==> config.mk <==
export PLATFORM = sky130hd
export DESIGN_NAME = pbm_queue
export DESIGN_NICKNAME = d
export VERILOG_FILES = /design/src/rtl/pbm_pkg.sv /design/src/rtl/pbm_queue.sv
export SDC_FILE = /design/constraint.sdc
export NUM_CORES = 1
export LEC_CHECK = 0
export ABC_AREA = 1
export BUFFER_PORTS_ARGS = -buffer_cell sky130_fd_sc_hd__buf_2
export CORE_ASPECT_RATIO = 0.8
export CORE_MARGIN = 3
export CORE_UTILIZATION = 42
export DETAILED_ROUTE_END_ITERATION = 8
export PLACE_DENSITY = 0.67
export SLEW_MARGIN = 10
export SYNTH_ARGS = -nofsm -noshare
export SYNTH_HDL_FRONTEND = slang
export SYNTH_SLANG_ARGS = --single-unit
==> constraint.sdc <==
create_clock -name clk_i -period 2.4 [get_ports clk_i]
set_input_delay 0 -clock clk_i [delete_from_list [all_inputs] [get_ports clk_i]]
set_output_delay 0 -clock clk_i [all_outputs]
set_load 0.005 [all_outputs]
==> src/rtl/pbm_pkg.sv <==
package pbm_pkg;

  // pool geometry
  localparam int PIECE_BYTES          = 128;
  localparam int MAX_PIECES_PER_BLOCK = 16;
  localparam int NUM_PIECES           = 256;
  localparam int NUM_BLOCKS           = 8;

  localparam int OFF_W    = $clog2(PIECE_BYTES);
  localparam int PIECE_W  = $clog2(NUM_PIECES);
  localparam int KIDX_W   = $clog2(MAX_PIECES_PER_BLOCK);
  localparam int SLOT_W   = $clog2(NUM_BLOCKS);
  localparam int LIST_AW  = SLOT_W + KIDX_W;
  localparam int DATA_AW  = PIECE_W + OFF_W;
  localparam int LIST_DEPTH = NUM_BLOCKS * MAX_PIECES_PER_BLOCK;
  localparam int DATA_DEPTH = NUM_PIECES * PIECE_BYTES;
  localparam int BLOCK_CAP  = PIECE_BYTES * MAX_PIECES_PER_BLOCK;
  localparam int CNT_W      = KIDX_W + 1;

  // transaction field widths
  localparam int REQ_W    = 2;
  localparam int ID_W     = 3;
  localparam int BYTE_W   = 8;
  localparam int BOFF_W   = 11;
  localparam int STATUS_W = 3;
  localparam int LEN_W    = 12;
  localparam int FC_W     = 9;

  localparam int QUEUE_DEPTH = 2;
  localparam int QPTR_W      = $clog2(QUEUE_DEPTH);

  typedef enum logic [REQ_W-1:0] {
    OP_OPEN    = 2'd0,
    OP_PUT     = 2'd1,
    OP_READ    = 2'd2,
    OP_RELEASE = 2'd3
  } op_e;

  typedef enum logic [STATUS_W-1:0] {
    ST_OK      = 3'd0,
    ST_STATE   = 3'd1,
    ST_FULL    = 3'd2,
    ST_NOPIECE = 3'd3,
    ST_RANGE   = 3'd4
  } status_e;

  typedef struct packed {
    op_e               op;
    logic [SLOT_W-1:0] slot;
    logic [BYTE_W-1:0] data;
    logic [BOFF_W-1:0] off;
  } cmd_t;

endpackage

==> src/rtl/pbm_queue.sv <==
module pbm_queue import pbm_pkg::*; (
  input  logic clk_i,
  input  logic rst_ni,
  input  logic push_i,
  input  cmd_t cmd_i,
  output logic full_o,
  input  logic pop_i,
  output logic valid_o,
  output cmd_t cmd_o
);

  cmd_t              mem_q [QUEUE_DEPTH];
  logic [QPTR_W-1:0] wr_q, rd_q;
  logic [QPTR_W:0]   cnt_q;

  assign full_o  = (cnt_q == (QPTR_W+1)'(QUEUE_DEPTH));
  assign valid_o = (cnt_q != '0);
  assign cmd_o   = mem_q[rd_q];

  // storage
  always_ff @(posedge clk_i) begin
    if (push_i) begin
      mem_q[wr_q] <= cmd_i;
    end
  end

  // pointers and fill level
  always_ff @(posedge clk_i or negedge rst_ni) begin
    if (!rst_ni) begin
      wr_q  <= '0;
      rd_q  <= '0;
      cnt_q <= '0;
    end else begin
      if (push_i) begin
        wr_q <= (wr_q == QPTR_W'(QUEUE_DEPTH-1)) ? '0 : wr_q + 1'b1;
      end
      if (pop_i) begin
        rd_q <= (rd_q == QPTR_W'(QUEUE_DEPTH-1)) ? '0 : rd_q + 1'b1;
      end
      cnt_q <= cnt_q + (QPTR_W+1)'(push_i) - (QPTR_W+1)'(pop_i);
    end
  end

endmodule

Word-level counts from Yosys, hierarchy flattened
Memory sizes are Yosys's and may differ from the RTL's.
Cells that the tools add are included.
Cells by class
  add/subtract/negate cells: 4
  equality and inequality tests: 1
  multiplexer cells: 4
  reductions and logical operators: 1
Operator list (count)
  1-bit two-way mux: 4
  1-bit adder, second input constant: 2
  2-bit by 1-bit adder with 2-bit output: 1
  2-bit equality test, second input constant: 1
  2-bit nonzero test: 1
  2-bit by 1-bit subtractor with 2-bit output: 1
Word-level totals
  register bits after elaboration: 4
  memory bits (writable): 48
  input port bits: 28
  output and inout port bits: 26
  logic and storage cells: 14
  memories kept: 1
Memories
  mem_q: words 2, width 24, rd ports 1, clocked after memory_dff 0, wr ports 1, line pbm_queue.sv:12  | cmd_t mem_q [QUEUE_DEPTH];

Logic depth before layout (Yosys ltp)
  depth in word-level cells: 2
  mapped depth: 7
  mapped depth without buffers: 7

Least setup slack after synthesis
No wires, ideal clock.
  path type: register -> register
  start point: register wr_q
  end point: memory mem_q[0][0] in the netlist's numbering, enable pin
  setup time: 405 ps
  data arrival time: 1434 ps
  data required time: 1995 ps
  slack: 561 ps
  stages on the path, launching flop included: 2
  buffers on the path: 0
  cells stage by stage: dfrtp_1 -> nor2_1
RTL lines
  start: declaration: line pbm_queue.sv:13  | logic [QPTR_W-1:0] wr_q, rd_q;
  start signal: assignment: line pbm_queue.sv:35  | wr_q <= (wr_q == QPTR_W'(QUEUE_DEPTH-1)) ? '0 : wr_q + 1'b1;
  end: declaration: line pbm_queue.sv:12
No word-level cell before the write port.

==> results by group <==
CTS
  • CTS root buf: clkbuf_8
  • Clock sink total: 52
  • Maximum root-to-sink buffer count: 2
  • CTS tree: done
  • CTS Buf Count: 5
  • Worst-path clk slew: 0.08 ns
  • Clk_lat worst skew: 0.29 ns
  • Cts repair resizes: 0
  • H-Tree Depth: 2
  • # hold bufs at CTS: 27
  • Post-CTS setup buffer count: 0

Detailed routing
  • Drc violations: 0
  • First drt pass iteration count: 5
  • Detail Route met3 WL: 210 um
  • Iter 0 DRT Violations: 65
  • Vias: 1247
  • Wl on met1: 1.516 mm
  • Vias/cell: 4.256
  • Uppermost layer routed: met4
  • Routed WL per cell: 11.28 um
  • WL met2: 1.560 mm
  • Post-route ant nets: 0
  • Routed Wire Length: 3.305 mm

Timing
  • Achievable Freq: 610.6 MHz
  • Endpoints failing setup: 0
  • Max-slew violation count: 0
  • Max_slew headroom: 0.5659
  • Setup_tns: 0 ns
  • Final WS setup: 0.7623 ns
  • Post-layout min period: 1.638 ns
  • Worst Tran Pin Value: 0.6511 ns
  • RSZ-0062 raised after global routing: no
  • Final worst-path cycle share: 0.6824
  • Worst Skew: 0.001666 ns
  • Final hold violations: 0

Power and ir drop
  • Pwr/cell area: 978.9 nW/um^2
  • Final Total Pwr: 2674 uW
  • Static Leak: 0.001204 uW
  • Peak supply drop: 0.0006049 V

Global route
  • Global-route wire length before repair: 5.575 mm
  • Grt total ovfl: 0
  • Largest net degree at the start of global routing: 41
  • Vias in the first global route: 1229
  • Total track usage: 0.1285
  • Initial antenna violation count: 0

Flow run
  • Max cap viols: 0

Hold path
  • Worst hold path class: in -> async

Synthesis
  • Count of different cell masters after synthesis: 13
  • Syn_area_per_cell: 13.49 um^2
  • Mapped Nets: 180
  • Post-synthesis register bit count: 52
  • Synth area leader: edfxtp_1
  • Top cells by area, synth: edfxtp_1 (71%), inv_1 (5.8%), nand2_1 (5.8%)
  • Seq/Total Area, Yosys: 0.7619
  • Post-synth design cell area: 2023 um^2
  • Synth Instances: 150
  • Post-synth top area share: 0.7124
  • Number of synthesis warnings: 0

Setup path
  • Crit path launch type: register
  • Worst EP arrival: 1.64 ns
  • Worst Path Required: 2.40 ns
  • Setup CP Type: reg -> out
  • RR Startpoint: wr_q$_DFFE_PN0P_
  • R2R cell count: 2
  • Worst Setup End Kind: primary output
  • Crit path max fanout: 40
  • Worst R2R Setup Slack: 1.21 ns
  • Worst r2r dst: mem_q[0][6]$_DFFE_PP_

Status
  • Status: complete, no violations

Floorplanning
  • Row count: 21
  • Starting Density: 0.4583
  • Core area: 4414 um^2
  • Die width: 83.60 um
  • I/O pin count: 54
  • Full die area: 5691 um^2
  • Die H: 68.08 um

Cells and area
  • Antenna cell count: 0
  • Layout net count: 265
  • Register area: 1543 um^2
  • # fillers: 344
  • Fin cells: 293
  • Area of the multi-input gates: 331.6 um^2
  • Share of cells above drive strength 1: 0.3178
  • Area delta synth->final: 35.00%

Place
  • Cells after DPL: 258
  • PortBufs: 53
  • Pre-CTS WS: 1.070 ns
  • Detailed placer's ending HPWL: 2.101 mm
  • RePlAce Congestion: 0.7012
-- state kept, by name, indices dropped and copies added (netlist names) --
name and flops:
cnt_q 2, wr_q 1, rd_q 1, mem_q 48
-- synth_stat cells --
cell type and instances:
nand2_1 31, buf_4 2, nor2_1 2, nand3_1 1
xor2_1 2, ha_1 2, o21ai_2 10, edfxtp_1 48
buf_6 1, buf_2 2, inv_1 31, dfrtp_1 4
o21ai_0 14
-- routing by layer --
metal  track usage  vias up
met4       0.04217        0
li1              -      663
met5             0        -
met1        0.1564      542
met3       0.03490        2
met2        0.2272       40
-- cells by family (layout without fill, tap and decap cells) --
logic type / after synthesis / after routing / share of synthesized area
AO/OA/AOI/OAI: 24 / 24 / 0.07792
adder cells (fa/ha/maj): 2 / 2 / 0.01237
buffers and inverters: 36 / 122 / 0.07545
XOR/XNOR: 2 / 2 / 0.008660
flip-flops: 52 / 52 / 0.7619
AND/OR/NAND/NOR: 34 / 34 / 0.06370
-- power by group --
part,leakage (uW),switching (uW),internal (uW)
Sequential,0.000497,143,1210
Combinational,0.000652,399,349
Clock,0.0000558,259,315
-- layout by cell type, fill, tap and decap left out, drive strengths merged --
master / count
dfrtp: 4
xor2: 2
buf: 56
dlygate4sd3: 27
nand2: 31
edfxtp: 48
bufinv: 1
clkbuf: 6
o21ai: 24
nand3: 1
nor2: 2
inv: 32
ha: 2
-- critical path, cell delays in order, from the launching register on --
cell	delay (ns)
dfrtp_2	0.80
buf_4	0.30
nand2_1	0.08
o21ai_2	0.05
buf_2	0.12
-- through the flow --
step           hold WS [ns]    util  area, um^2
5_1_grt             0.04745  0.6188        2731
2_1_floorplan       -0.2956       -        2023
4_1_cts             0.02259  0.6188        2731
3_5_place_dp        -0.1862  0.5323        2350
6_report            0.05089  0.6188        2731
3_3_place_gp        -0.1872  0.5323        2350
-- final cells by class --
cell class | count | share of cell area
inverter | 31 | 0.04260
clock buffer | 6 | 0.02657
sequential | 52 | 0.5648
clock inverter | 2 | 0.01420
tap | 57 | 0.02611
multi-input combinational | 62 | 0.1214
timing repair buffer | 83 | 0.2043
-- worst max path at each step --
| stage | cells past startpoint | start | end | slack [ns] |
|---|---|---|---|---|
| 3_5_place_dp | 4 | rd_q$_DFFE_PN0P_ | cmd_o[1] | 1.07 |
| 5_1_grt | 4 | rd_q$_DFFE_PN0P_ | cmd_o[1] | 0.61 |
| 4_1_cts | 4 | rd_q$_DFFE_PN0P_ | cmd_o[1] | 0.74 |
| 2_1_floorplan | 1 | wr_q$_DFFE_PN0P_ | mem_q[0][0]$_DFFE_PP_ | 0.56 |
| 6_report | 4 | rd_q$_DFFE_PN0P_ | cmd_o[2] | 0.76 |
| 3_3_place_gp | 4 | rd_q$_DFFE_PN0P_ | cmd_o[8] | 1.08 |
Power figures use the tool's default switching activity.
